==> config.mk <==
export PLATFORM = sky130hd
export DESIGN_NAME = c2d_ctrl
export DESIGN_NICKNAME = d
export VERILOG_FILES = /design/src/rtl/core/c2d_pkg.sv /design/src/rtl/core/c2d_ctrl.sv
export SDC_FILE = /design/constraint.sdc
export NUM_CORES = 1
export LEC_CHECK = 0
export BUFFER_PORTS_ARGS = -buffer_cell sky130_fd_sc_hd__buf_2
export CELL_PAD_IN_SITES_DETAIL_PLACEMENT = 0
export CELL_PAD_IN_SITES_GLOBAL_PLACEMENT = 1
export CORE_ASPECT_RATIO = 0.9
export CORE_MARGIN = 5
export CORE_UTILIZATION = 28
export DETAILED_ROUTE_END_ITERATION = 12
export PLACE_DENSITY = 0.6
export SETUP_SLACK_MARGIN = 0.4
export SLEW_MARGIN = 20
export SYNTH_ARGS = -nofsm -noshare
export SYNTH_HDL_FRONTEND = slang
export SYNTH_SLANG_ARGS = --single-unit
==> constraint.sdc <==
create_clock -name clk -period 4.45 [get_ports clk]
set_input_delay 0 -clock clk [delete_from_list [all_inputs] [get_ports clk]]
set_output_delay 0 -clock clk [all_outputs]
set_load 0.01 [all_outputs]
==> src/rtl/core/c2d_pkg.sv <==
// Shared constants, codes and controller/datapath interface types for the 2-D convolution core.
`timescale 1ns / 1ps
package c2d_pkg;

	// Default sizing of the core.
	localparam int MAX_KERNEL_DEF = 18;
	localparam int MAX_COLS_DEF   = 1024;
	localparam int MAX_ROWS_DEF   = 1024;

	// Configuration register widths and reset values.
	localparam int DIM_REG_W = 11;
	localparam int KER_REG_W = 5;
	localparam int CFG_W     = 11;
	localparam int CFG_IDX_W = 3;

	localparam logic [DIM_REG_W-1:0] RST_IMAGE_ROWS = DIM_REG_W'(1024);
	localparam logic [DIM_REG_W-1:0] RST_IMAGE_COLS = DIM_REG_W'(1024);
	localparam logic [KER_REG_W-1:0] RST_KERNEL_ROWS = KER_REG_W'(6);
	localparam logic [KER_REG_W-1:0] RST_KERNEL_COLS = KER_REG_W'(6);

	typedef enum logic [CFG_IDX_W-1:0] {
		REG_IMAGE_ROWS  = 3'd0,
		REG_IMAGE_COLS  = 3'd1,
		REG_KERNEL_ROWS = 3'd2,
		REG_KERNEL_COLS = 3'd3,
		REG_SYM_FOLD    = 3'd4
	} c2d_reg_t;

	// Input item kinds, carried on tuser.
	localparam int MODE_W = 2;
	typedef enum logic [MODE_W-1:0] {
		MODE_COEF  = 2'd0,
		MODE_PIXEL = 2'd1,
		MODE_FLUSH = 2'd2
	} c2d_mode_t;

	// Input tdata layout.
	localparam int COEF_IDX_W  = 5;
	localparam int COEF_W      = 16;
	localparam int PIXEL_W     = 8;
	localparam int IN_ROW_LSB  = 0;
	localparam int IN_COL_LSB  = IN_ROW_LSB + COEF_IDX_W;
	localparam int IN_COEF_LSB = IN_COL_LSB + COEF_IDX_W;
	localparam int IN_PIX_LSB  = IN_COEF_LSB + COEF_W;
	localparam int IN_TDATA_W  = 40;

	// Output tdata layout.
	localparam int RESULT_W     = 32;
	localparam int OUT_ROW_W    = 10;
	localparam int OUT_COL_W    = 10;
	localparam int OUT_ROW_LSB  = RESULT_W;
	localparam int OUT_COL_LSB  = OUT_ROW_LSB + OUT_ROW_W;
	localparam int OUT_TDATA_W  = 56;

	// Commands from the controller to the datapath.
	typedef struct packed {
		logic clr_step;
		logic px_write;
		logic coef_write;
		logic skip_adv;
		logic div_start;
		logic div_step;
		logic tap_init;
		logic tap_step;
		logic out_load;
	} c2d_cmd_t;

	// Status from the datapath to the controller.
	typedef struct packed {
		logic      in_fire;
		c2d_mode_t in_mode;
		logic      clr_last;
		logic      early;
		logic      div_last;
		logic      tap_last;
		logic      out_free;
	} c2d_sts_t;

endpackage

==> src/rtl/core/c2d_ctrl.sv <==
// Sequencing state machine of the 2-D convolution core.
`timescale 1ns / 1ps
module c2d_ctrl import c2d_pkg::*; (
	input  logic     clk,
	input  logic     arst_n,
	input  c2d_sts_t sts,
	output c2d_cmd_t cmd,
	output logic     s_tready
);

	typedef enum logic [3:0] {
		S_CLEAR,
		S_IDLE,
		S_WAIT,
		S_DECIDE,
		S_DIV,
		S_TAPINIT,
		S_TAP,
		S_DRAIN,
		S_OUT
	} state_t;

	localparam logic [1:0] WAIT_LAST = 2'd3;

	state_t     state_q, state_d;
	logic [1:0] cnt_q;
	logic       ready_q;

	always_comb begin
		state_d = state_q;
		cmd     = '0;
		case (state_q)
			S_CLEAR: begin
				cmd.clr_step = 1'b1;
				if (sts.clr_last) state_d = S_IDLE;
			end
			S_IDLE: begin
				if (sts.in_fire) begin
					case (sts.in_mode)
						MODE_PIXEL, MODE_FLUSH: begin
							cmd.px_write = 1'b1;
							state_d      = S_WAIT;
						end
						MODE_COEF: cmd.coef_write = 1'b1;
						default: ;
					endcase
				end
			end
			S_WAIT: begin
				if (cnt_q == WAIT_LAST) state_d = S_DECIDE;
			end
			S_DECIDE: begin
				if (sts.early) begin
					cmd.skip_adv = 1'b1;
					state_d      = S_IDLE;
				end else begin
					cmd.div_start = 1'b1;
					state_d       = S_DIV;
				end
			end
			S_DIV: begin
				cmd.div_step = 1'b1;
				if (sts.div_last) state_d = S_TAPINIT;
			end
			S_TAPINIT: begin
				cmd.tap_init = 1'b1;
				state_d      = S_TAP;
			end
			S_TAP: begin
				cmd.tap_step = 1'b1;
				if (sts.tap_last) state_d = S_DRAIN;
			end
			S_DRAIN: begin
				if (cnt_q == WAIT_LAST) state_d = S_OUT;
			end
			S_OUT: begin
				if (sts.out_free) begin
					cmd.out_load = 1'b1;
					state_d      = S_IDLE;
				end
			end
			default: state_d = S_IDLE;
		endcase
	end

	always_ff @(posedge clk or negedge arst_n) begin
		if (!arst_n) begin
			state_q <= S_CLEAR;
			cnt_q   <= '0;
			ready_q <= 1'b0;
		end else begin
			state_q <= state_d;
			ready_q <= (state_d == S_IDLE);
			if (state_d != state_q) cnt_q <= '0;
			else cnt_q <= cnt_q + 2'd1;
		end
	end

	assign s_tready = ready_q;

	a_out_free: assert property (@(posedge clk) disable iff (!arst_n)
		cmd.out_load |-> sts.out_free)
		else $error("result loaded while output register still occupied");

	a_px_wait: assert property (@(posedge clk) disable iff (!arst_n)
		cmd.px_write |=> (state_q == S_WAIT))
		else $error("pixel write not followed by settle wait");

	a_tap_drain: assert property (@(posedge clk) disable iff (!arst_n)
		(state_q == S_TAP && sts.tap_last) |=> (state_q == S_DRAIN))
		else $error("window scan did not end after its last tap");

endmodule

==> impl_metrics.csv, run 1 <==
group,metric,value,unit
setup_path,critPathMaxStageDelay,0.67,ns
clock_network,cts_max_path_buffers,2,
setup_path,timing.critical_path.slowest_stage_cell,"dfrtp_1",
drt,detail_route.first_pass.iterations,4,
setup_path,timing.critical_path.buf_inv,1,
cells_and_area,design.final.nets,100,
logic_synthesis,netlist_area,582,um2
clock_network,cts_repair_resize_count,0,
logic_synthesis,synth.top_cells.by_area,"dfrtp_1, ha_1, nand2_1, nor3b_1, o221a_4",
clock_network,clock_tree.htree_level_count,1,
setup_path,cp_cell_sequence,"or4b_4 > a2bb2oi_1 > o221a_4 > inv_2 > o21ai_2",
clock_network,cts_buffers,3,
clock_network,cts.sinks,7,
setup_path,cp.arrival,1.88,ns
die,start_util,29.8,%
cells_and_area,areaGrowthSynthToFinish,25.6,%
logic_synthesis,synth_sequential_area_ratio,30.1,%
logic_synthesis,synthDistinctLibCells,36,
power_and_ir_drop,power-per-cell-area,616,nW/um2
logic_synthesis,synthMostInstantiatedCell,"dfrtp_1",
power_and_ir_drop,internal_power,0.245,mW
timing,timing.slew.headroom,64.7,%
die,floorplan.rows,15,
setup_path,critical_path.startpoint_type,"register",
cells_and_area,layout.filler_cells,213,
power_and_ir_drop,power.sequential.fraction,34.7,%
timing,finalSetupViolCount,0,
drt,detailroute.via_count,546,
setup_path,regToRegStartpoint,"state_q[0]$_DFF_PN0_",
global_routing,first_global_vias,523,
timing,fmaxAchievable,0.573,GHz
setup_path,worst_setup_path_end_kind,"register",
die,design.core.area,1950,um2
setup_path,critical-path-top-delay-family,"flip-flops",
die,dieWidth,58.1,um
logic_synthesis,syn_nets,79,
cells_and_area,drive_gt1_share,36.8,%
clock_network,clock_edge_transition_at_the_registers_on_the_reported_setup_and_hold_paths,0.05,ns
logic_synthesis,dominant_register_cell_in_the_synthesized_netlist,"dfrtp_1",
drt,routed_wl,1.35,mm
job,number_of_violations_of_the_max_capacitance_limit,0,
clock_network,post_cts_setup_buffer_count,0,
die,pin_count,20,
setup_path,timing.critical_path.depth,5,
timing,timing_worst_slew_pin_value,0.529,ns
logic_synthesis,synth_enable_flop_cells,0,
die,die-height,53.2,um
clock_network,clock_root_buffer_master,"clkbuf_4",
drt,via_per_inst,4.88,
drt,final_antenna_net_count,0,
clock_network,tritoncts_clock_tree,"yes",
setup_path,criticalPathCategory,"register to register",
cells_and_area,multi_input_comb_area,368,um2
timing,rsz0062_at_grt,"no",
global_routing,antenna_found_initial,0,
setup_path,timing.critical_path.from,"state_q[0]$_DFF_PN0_",
power_and_ir_drop,peakVddDrop,0.220,mV
clock_network,clock_insertion_delay_worst_skew,0.24,ns
timing,final_period_minus_worst_setup_slack,1.75,ns
global_routing,maximum_number_of_pins_on_one_net_before_global_route_repair,19,
cells_and_area,ff_latch_area,175,um2
drt,remaining_drc_errors,0,
logic_synthesis,synthesis.area_per_instance,8.68,um2
global_routing,groute.usage.overall,10.0,%
timing,finClkSkew,0.00236,ns
global_routing,grt_pass1_wl,2.35,mm
logic_synthesis,synth.cells.most_frequent,"dfrtp_1, nand2_1, nor2_1",
cells_and_area,antenna_cells,0,
outcome,status,"complete, no violations",
timing,timing_max_transition_violations_final,0,
logic_synthesis,area_share_of_the_largest_cell_type_after_synthesis,30.1,%
power_and_ir_drop,swShare,45.5,%
logic_synthesis,cell_taking_the_most_area_after_synthesis,"dfrtp_1",
timing,hold_viol,0,
drt,initialDrtViolationCount,8,
setup_path,worst-endpoint-required,4.58,ns
drt,routedWlPerCell,12.0,um
power_and_ir_drop,power_frac_clock,12.3,%
setup_path,crit_path_max_fanout,17,
placed_design,dp_hpwl,1.02,mm
global_routing,overflow,0,
timing,final_min_period_over_clock_period,39.2,%
hold_path,path_class_of_the_lowest_slack_min_delay_path,"input pin to async pin",
logic_synthesis,async_flop_share,100,%
clock_network,cts_hold_buffers,2,
die,die_area,3090,um2
logic_synthesis,yosysWarningCount,0,
logic_synthesis,synthesized_instance_count,67,
setup_path,rr_endpoint,"cnt_q[0]$_DFF_PN0_",
power_and_ir_drop,switchingPower,0.205,mW
power_and_ir_drop,cellLeakagePower,0.342,nW
setup_path,worstRegToRegCells,5,
placed_design,io_buffer_count,19,
setup_path,r2r_setup_slack,2.70,ns
placed_design,finalWeightedCongestion,0.702,
timing,finalSetupTns,0,ns
logic_synthesis,yosys_register_bits,7,
setup_path,termination_of_the_worst_setup_path,"cnt_q[0]$_DFF_PN0_",
power_and_ir_drop,logic_pwr_share,53.0,%
timing,fin_hold_ws,0.115,ns
layout by cell type (no fill, tap or decap):
master         Yosys  final
buf_2              1     19
dfrtp_1            7      7
nand2_1            6      6
nor2_1             4      4
nand2b_1           3      3
nor3b_1            3      3
inv_1              3      3
clkbuf_4           0      3
nor4_1             2      2
nor3_1             2      2
or2_2              2      2
a31oi_1            2      2
or3_1              2      2
a21oi_1            2      2
a211o_1            2      2
o21ai_2            2      2
ha_1               2      2
dlygate4sd3_1      0      2
nor4b_1            1      1
or3b_1             1      1
a21oi_2            1      1
and4b_1            1      1
or4b_4             1      1
and2_1             1      1
mux2_2             1      1
a2bb2oi_1          1      1
o221a_4            1      1
inv_2              1      1
o21bai_1           1      1
a311oi_1           1      1
nand3_1            1      1
o32ai_1            1      1
a22oi_1            1      1
nand4b_1           1      1
nor3_2             1      1
nand4_1            1      1
clkbuf_1           3      1
cell type report:
type	instances	area share [%]
multi-input cells	51	50.3
clock buffers	4	3.60
flip-flops and latches	7	24.0
repair buffers	21	15.8
well taps	25	4.28
inverters	4	2.05
per-stage QoR:
stage / area, um2 / utilization [%] / instances / setup slack [ns] / power [mW]
detailed placement: 684 / 35.1 / 106 / 2.71 / 0.395
global placement: 684 / 35.1 / 106 / 2.72 / 0.399
global route: 731 / 37.4 / 112 / 2.60 / 0.493
finish: 731 / 37.4 / 112 / 2.70 / 0.450
floorplan: 582 / - / 67 / 2.95 / 0.345
CTS: 731 / 37.4 / 112 / 2.71 / 0.455
how the worst min path moves through the flow:
stage,start,to,slack (ns),cells past startpoint
after floorplan,arst_n,cnt_q[0]$_DFF_PN0_,-0.30,0
after CTS,arst_n,cnt_q[1]$_DFF_PN0_,0.12,2
final,arst_n,cnt_q[1]$_DFF_PN0_,0.11,2
after global routing,arst_n,cnt_q[1]$_DFF_PN0_,0.14,2
after global placement,arst_n,state_q[1]$_DFF_PN0_,-0.16,1
after detailed placement,arst_n,state_q[1]$_DFF_PN0_,-0.16,1
registers in the layout, indices dropped and copies added, names as in the netlist:
signal and count:
state_q 4, s_tready 1, cnt_q 2
kinds of logic (layout without fill, tap and decap cells):
group / count (synthesis) / count (layout) / share of synthesized area [%]
buffers and inverters: 9 / 29 / 6.67
AO/OA/AOI/OAI: 15 / 15 / 21.9
multiplexers: 1 / 1 / 1.94
AND/OR/NAND/NOR: 33 / 33 / 35.1
adder cells (fa/ha/maj): 2 / 2 / 4.30
flip-flops: 7 / 7 / 30.1
power by group through the flow:
stage	Combinational, mW	Clock [mW]	Sequential (mW)
3_3_place_gp	0.242	0	0.158
6_report	0.238	0.0554	0.156
5_1_grt	0.266	0.0615	0.166
3_5_place_dp	0.238	0	0.157
2_1_floorplan	0.235	0	0.109
4_1_cts	0.241	0.0581	0.156
worst register-to-register path, cell delays in order, from the launching register on:
cell and delay, ns:
dfrtp_1 0.67, or4b_4 0.54, a2bb2oi_1 0.17, o221a_4 0.13
inv_2 0.08, o21ai_2 0.06
metal layers:
layer | track usage (%) | up-vias | routed length [um]
li1 | - | 290 | -
met1 | 14.4 | 243 | 709
met2 | 13.3 | 13 | 552
met3 | 3.66 | 0 | 83
met4 | 3.47 | 0 | 0
met5 | 0 | - | 0
No activity file was read; power rests on OpenSTA's default activity.
==> inputs of run 2 (changes only) <==
--- a/config.mk
+++ b/config.mk
@@ -12,7 +12,7 @@
 export CORE_MARGIN = 5
 export CORE_UTILIZATION = 28
 export DETAILED_ROUTE_END_ITERATION = 12
-export PLACE_DENSITY = 0.6
+export PLACE_DENSITY = 0.62
 export SETUP_SLACK_MARGIN = 0.4
 export SLEW_MARGIN = 20
 export SYNTH_ARGS = -nofsm -noshare
==> constraint.sdc (replaced) <==
create_clock -name clk -period 1.4 [get_ports clk]
set_input_delay 0 -clock clk [delete_from_list [all_inputs] [get_ports clk]]
set_output_delay 0 -clock clk [all_outputs]
set_load 0.01 [all_outputs]
==> run 2 against run 1 <==
Net effect:
- the run now ends with negative setup slack left
- global-route usage grew 2.4 points
- first-iteration DRC count decreased by 25%
- cell area grew 39%
- sequential share of layout area shrank 6.7 points
- non-clock buffer count rose by 20
==> impl_metrics.csv, run 2 (same netlist as run 1, synthesis figures left out) <==
group,metric,value,unit
setup_path,critical_path.startpoint_type,"register",
cells_and_area,layout_common_cells,"buf_2, buf_4, dfrtp_1",
placed_design,post_dp_area,833,um2
cells_and_area,largest_register,"state_q",
setup_path,worst_setup_path_end_kind,"output pin",
timing,fmaxAchievable,0.651,GHz
hold_path,worstHoldEndpoint,"state_q[3]$_DFF_PN0_",
timing,final_min_period_over_clock_period,110,%
drt,detailroute.via_count,642,
clock_network,clock_edge_transition_at_the_registers_on_the_reported_setup_and_hold_paths,0.05,ns
cells_and_area,layout.cells.most_common,"buf_2",
die,die_area,3090,um2
global_routing,first_global_vias,674,
power_and_ir_drop,power-per-cell-area,2060,nW/um2
setup_path,critPathMaxStageDelay,0.56,ns
drt,met1_length,775,um
outcome,violated_checks,"negative setup slack",
setup_path,cp.arrival,1.54,ns
hold_path,hold-path-cell-count,2,
placed_design,io_buffer_count,19,
die,dieWidth,58.1,um
die,pin_count,20,
drt,detail_route.first_pass.iterations,4,
timing,finalSetupViolCount,6,
clock_network,clock_insertion_delay_worst_skew,0.25,ns
setup_path,rr_endpoint,"cnt_q[1]$_DFF_PN0_",
cells_and_area,drive_gt1_share,66.4,%
drt,dr_wl_met2,798,um
power_and_ir_drop,totalPowerFinal,2.09,mW
die,floorplan.rows,15,
timing,timing.slew.headroom,82.7,%
cells_and_area,areaGrowthSynthToFinish,74.2,%
job,number_of_violations_of_the_max_capacitance_limit,0,
timing,finClkSkew,0.00130,ns
drt,met3WireLength,65,um
timing,timing_max_transition_violations_final,0,
global_routing,antenna_found_initial,0,
clock_network,clock_root_buffer_master,"clkbuf_4",
global_routing,overflow,0,
setup_path,crit_path_max_fanout,3,
hold_path,hold_path_startpoint,"sts[0]",
drt,routed_wl,1.66,mm
timing,hold_viol,0,
cells_and_area,largest_reg_flops,4,
setup_path,worstRegToRegCells,6,
cells_and_area,design.final.nets,120,
die,design.core.area,1950,um2
setup_path,r2r_setup_slack,-0.11,ns
power_and_ir_drop,cellLeakagePower,0.461,nW
placed_design,finalWeightedCongestion,0.743,
placed_design,pre_cts_slack,-0.0940,ns
global_routing,maximum_number_of_pins_on_one_net_before_global_route_repair,14,
timing,fin_hold_ws,0.0123,ns
global_routing,grt_pass1_wl,2.93,mm
timing,post_route_setup_slack,-0.136,ns
clock_network,clock_tree.htree_level_count,1,
drt,remaining_drc_errors,0,
setup_path,worst-endpoint-required,1.40,ns
clock_network,cts_max_path_buffers,2,
clock_network,cts_buffers,3,
power_and_ir_drop,peakVddDrop,0.825,mV
setup_path,cp_cell_sequence,"or4b_4 > buf_6 > nor2_2 > buf_2",
cells_and_area,antenna_cells,0,
drt,final_antenna_net_count,0,
setup_path,timing.critical_path.slowest_stage_cell,"or4b_4",
hold_path,path_class_of_the_lowest_slack_min_delay_path,"input pin to register",
die,start_util,29.8,%
outcome,status,"finished with violations",
timing,final_period_minus_worst_setup_slack,1.54,ns
placed_design,dp_hpwl,1.28,mm
clock_network,tritoncts_clock_tree,"yes",
clock_network,cts.sinks,7,
setup_path,regToRegStartpoint,"state_q[3]$_DFF_PN0_",
drt,via_per_inst,4.86,
timing,timing_worst_slew_pin_value,0.259,ns
global_routing,groute.usage.overall,12.4,%
drt,initialDrtViolationCount,6,
die,die-height,53.2,um
cells_and_area,final_cell_area,1010,um2
drt,routedWlPerCell,12.6,um
setup_path,criticalPathCategory,"register to output pin",
drt,top_layer_reached_by_signal_wires,"met4",
timing,rsz0062_at_grt,"yes",
[run 2: cell types whose count changed in the layout (fill, tap and decap cells not counted), moves of 2 or more]
cell,change
nor3b_2,+3
nor2_1,-3
a31oi_1,-2
buf_6,+5
nor3b_1,-3
buf_4,+16
nor4_1,-2
nor2_2,+2
a31oi_2,+2
[run 2: metrics by stage]
step | cells | setup TNS, ns | utilization [%]
after global placement | 123 | -0.295 | 42.7
after floorplan | 67 | -0.110 | -
after global routing | 132 | -1.22 | 51.9
after CTS | 130 | -0.520 | 49.8
after detailed placement | 123 | -0.277 | 42.7
final | 132 | -0.601 | 51.9
[run 2: cell type report]
| type | instances | area (um2) |
|---|---|---|
| Inverter | 4 | 15.0 |
| Clock buffer | 4 | 26.3 |
| Tap cell | 25 | 31.3 |
| Timing Repair Buffer | 41 | 282 |
| Multi-Input combinational cell | 51 | 484 |
| Fill cell | 199 | 938 |
| Sequential cell | 7 | 175 |
[run 2: report_power, final]
part           leakage (nW)  internal, mW  switching [mW]  total, mW
clock network        0.0150         0.109          0.0713      0.180
registers            0.0870         0.286          0.0696      0.356
logic                 0.359         0.823           0.731       1.55
[run 2: metal layers]
| layer | vias up | track usage (%) |
|---|---|---|
| met2 | 16 | 21.4 |
| met5 | - | 0 |
| met1 | 296 | 15.0 |
| met3 | 2 | 1.46 |
| li1 | 328 | - |
| met4 | 0 | 6.95 |
[run 2: how the worst max path moves through the flow]
| stage | cells past startpoint | from | slack [ns] | to |
|---|---|---|---|---|
| 4_1_cts | 4 | state_q[2]$_DFF_PN0_ | -0.14 | cmd[6] |
| 3_3_place_gp | 6 | state_q[3]$_DFF_PN0_ | -0.1 | cnt_q[1]$_DFF_PN0_ |
| 3_5_place_dp | 6 | state_q[3]$_DFF_PN0_ | -0.09 | cnt_q[1]$_DFF_PN0_ |
| 5_1_grt | 4 | state_q[2]$_DFF_PN0_ | -0.20 | cmd[7] |
| 6_report | 4 | state_q[1]$_DFF_PN0_ | -0.14 | cmd[7] |
| 2_1_floorplan | 5 | state_q[3]$_DFF_PN0_ | -0.06 | cnt_q[0]$_DFF_PN0_ |
[run 2: worst max-delay path: cells and delay by family (launching register included)]
kind | cells | cell delay [ns]
buffers and inverters | 2 | 0.27
flip-flops | 1 | 0.40
AND/OR/NAND/NOR | 2 | 0.62
[run 2: repair_timing]
action,in CTS,in global routing
setup buffers,2,2
endpoints found under the setup margin,16,16
pin swaps,7,1
hold endpoints to repair,7,0
hold buffers,1,0
gates cloned,0,0
gates resized for setup,16,6
==> inputs of run 3 (changes only) <==
--- a/config.mk
+++ b/config.mk
@@ -12,7 +12,9 @@
 export CORE_MARGIN = 5
 export CORE_UTILIZATION = 28
 export DETAILED_ROUTE_END_ITERATION = 12
+export HOLD_SLACK_MARGIN = 0.05
 export PLACE_DENSITY = 0.62
+export RECOVER_POWER = 100
 export SETUP_SLACK_MARGIN = 0.4
 export SLEW_MARGIN = 20
 export SYNTH_ARGS = -nofsm -noshare
==> run 3 against run 2 <==
Net effect:
- the run still ends with negative setup slack left
- fmax about the same
- clock-buffer cell count unchanged
- hold slack better by 0.13 ns
- non-clock buffer count grew 1
- combinational power hardly changed
- sequential power about the same
- final cell count up 0.76%
- first-iteration DRC count fell by 17%
- critical endpoint unchanged
- largest power group unchanged
==> impl_metrics.csv, run 3 (same netlist as run 1, synthesis figures left out) <==
group,metric,value,unit
setup_path,worstRegToRegCells,6,
die,start_util,29.8,%
outcome,violated_checks,"negative setup slack",
cells_and_area,design.final.nets,121,
cells_and_area,multi_input_comb_area,474,um2
cells_and_area,ff_latch_area,175,um2
placed_design,dp_hpwl,1.28,mm
global_routing,overflow,0,
die,pin_count,20,
setup_path,timing.critical_path.slowest_stage_cell,"or4b_4",
global_routing,gr-usage-met2,21.6,%
setup_path,worst_setup_path_end_kind,"output pin",
hold_path,hold_path_startpoint,"sts[3]",
placed_design,io_buffer_count,19,
hold_path,worstHoldEndpoint,"state_q[2]$_DFF_PN0_",
setup_path,critPathMaxStageDelay,0.56,ns
drt,remaining_drc_errors,0,
setup_path,criticalPathCategory,"register to output pin",
setup_path,critical-path-top-delay-family,"simple AND/OR/NAND/NOR gates",
timing,timing.slew.headroom,74.6,%
die,design.core.area,1950,um2
die,dieWidth,58.1,um
cells_and_area,largest_register,"state_q",
timing,final_period_minus_worst_setup_slack,1.53,ns
global_routing,first_global_vias,682,
hold_path,path_class_of_the_lowest_slack_min_delay_path,"input pin to register",
outcome,status,"finished with violations",
job,number_of_violations_of_the_max_capacitance_limit,0,
setup_path,r2r_setup_slack,-0.09,ns
cells_and_area,areaGrowthSynthToFinish,73.8,%
clock_network,cts.sinks,7,
power_and_ir_drop,peakVddDrop,0.791,mV
setup_path,crit_path_max_fanout,3,
clock_network,tritoncts_clock_tree,"yes",
drt,final_antenna_net_count,0,
drt,initialDrtViolationCount,5,
cells_and_area,drive_gt1_share,62.0,%
setup_path,timing.critical_path.buf_inv,2,
timing,fin_hold_ws,0.143,ns
timing,post_route_setup_slack,-0.135,ns
global_routing,met3_usage_grt,1.46,%
global_routing,most_congested_layer_reported_by_global_routing,"met2",
timing,finalSetupViolCount,6,
clock_network,clock_tree.htree_level_count,1,
hold_path,hold-path-cell-count,3,
timing,timing_worst_slew_pin_value,0.382,ns
cells_and_area,antenna_cells,0,
timing,rsz0062_at_grt,"yes",
timing,timing_max_transition_violations_final,0,
setup_path,rr_endpoint,"cnt_q[1]$_DFF_PN0_",
drt,detailroute.via_count,643,
cells_and_area,layout.core_utilization,51.8,%
setup_path,regToRegStartpoint,"state_q[3]$_DFF_PN0_",
clock_network,clock_root_buffer_master,"clkbuf_4",
die,die-height,53.2,um
clock_network,cts_max_path_buffers,2,
global_routing,antenna_found_initial,0,
timing,final_min_period_over_clock_period,110,%
die,floorplan.rows,15,
global_routing,grt_pass1_wl,2.94,mm
power_and_ir_drop,power-per-cell-area,2040,nW/um2
drt,routed_wl,1.66,mm
drt,via_per_inst,4.83,
cells_and_area,layout.cells.most_common,"buf_2",
cells_and_area,layout_common_cells,"buf_2, buf_4, dfrtp_1",
global_routing,maximum_number_of_pins_on_one_net_before_global_route_repair,14,
setup_path,worst-endpoint-required,1.40,ns
timing,fmaxAchievable,0.651,GHz
drt,detail_route.first_pass.iterations,4,
setup_path,cp.arrival,1.53,ns
cells_and_area,largest_reg_flops,4,
global_routing,grtUsageMet1,15.0,%
timing,finClkSkew,0.000372,ns
timing,hold_viol,0,
power_and_ir_drop,cellLeakagePower,0.457,nW
timing,finalSetupTns,-0.518,ns
clock_network,clock_edge_transition_at_the_registers_on_the_reported_setup_and_hold_paths,0.05,ns
clock_network,clock_insertion_delay_worst_skew,0.24,ns
die,die_area,3090,um2
placed_design,finalWeightedCongestion,0.743,
clock_network,cts_buffers,3,
drt,routedWlPerCell,12.5,um
setup_path,cp_cell_sequence,"or4b_4 > buf_6 > nor2_2 > buf_2",
setup_path,critical_path.startpoint_type,"register",
cells_and_area,layout.filler_cells,197,
global_routing,groute.usage.overall,12.5,%
## run 3: changes by cell type in the layout (fill, tap and decap cells not counted), sizes merged
cell | before | now
buf | 40 | 38
clkbuf | 4 | 6
dlygate4sd3 | 1 | 2
## run 3: worst max path at each step
stage / cells after the start / to / start
final: 4 / cmd[7] / state_q[1]$_DFF_PN0_
after global routing: 4 / cmd[7] / state_q[2]$_DFF_PN0_
after CTS: 4 / cmd[6] / state_q[2]$_DFF_PN0_
after detailed placement: 6 / cnt_q[1]$_DFF_PN0_ / state_q[3]$_DFF_PN0_
after global placement: 6 / cnt_q[1]$_DFF_PN0_ / state_q[3]$_DFF_PN0_
after floorplan: 5 / cnt_q[0]$_DFF_PN0_ / state_q[3]$_DFF_PN0_
## run 3: timing repair
item                       CTS  global route
hold buffers                 2             0
hold endpoints to repair     8             0
gates resized for setup     16             6
setup endpoints to repair   16            16
cloned                       0             0
pin swaps                    7             1
setup buffers                2             2
## run 3: per-stage QoR
step	cell area [um2]	total power [mW]	cells	worst slack, ns
3_5_place_dp	833	1.60	123	-0.0940
4_1_cts	982	2.01	131	-0.138
5_1_grt	1010	2.22	133	-0.199
3_3_place_gp	833	1.59	123	-0.0981
2_1_floorplan	607	1.14	67	-0.0552
6_report	1010	2.06	133	-0.135
## run 3: layer usage
metal,vias to the layer above,routed length (um)
met3,2,52
met4,0,19
met5,-,0
li1,329,-
met1,303,784
met2,9,807
## run 3: report_power, final
part	internal [mW]	total, mW	switching, mW
logic	0.805	1.52	0.718
clock network	0.109	0.179	0.0704
registers	0.286	0.356	0.0701
total	1.20	2.06	0.859
## run 3: area by class of cell
| type | instances | share of cell area (%) |
|---|---|---|
| Inverter | 4 | 1.49 |
| Timing Repair Buffer | 42 | 28.6 |
| Clock buffer | 4 | 2.60 |
| Tap cell | 25 | 3.09 |
| Sequential cell | 7 | 17.3 |
| Multi-Input combinational cell | 51 | 46.9 |
## run 3: worst register-to-register path, delay by kind of cell (launching register included)
family,cells,cell delay [ns]
AO/OA/AOI/OAI,3,0.51
flip-flops,1,0.39
AND/OR/NAND/NOR,1,0.23
buffers and inverters,2,0.29
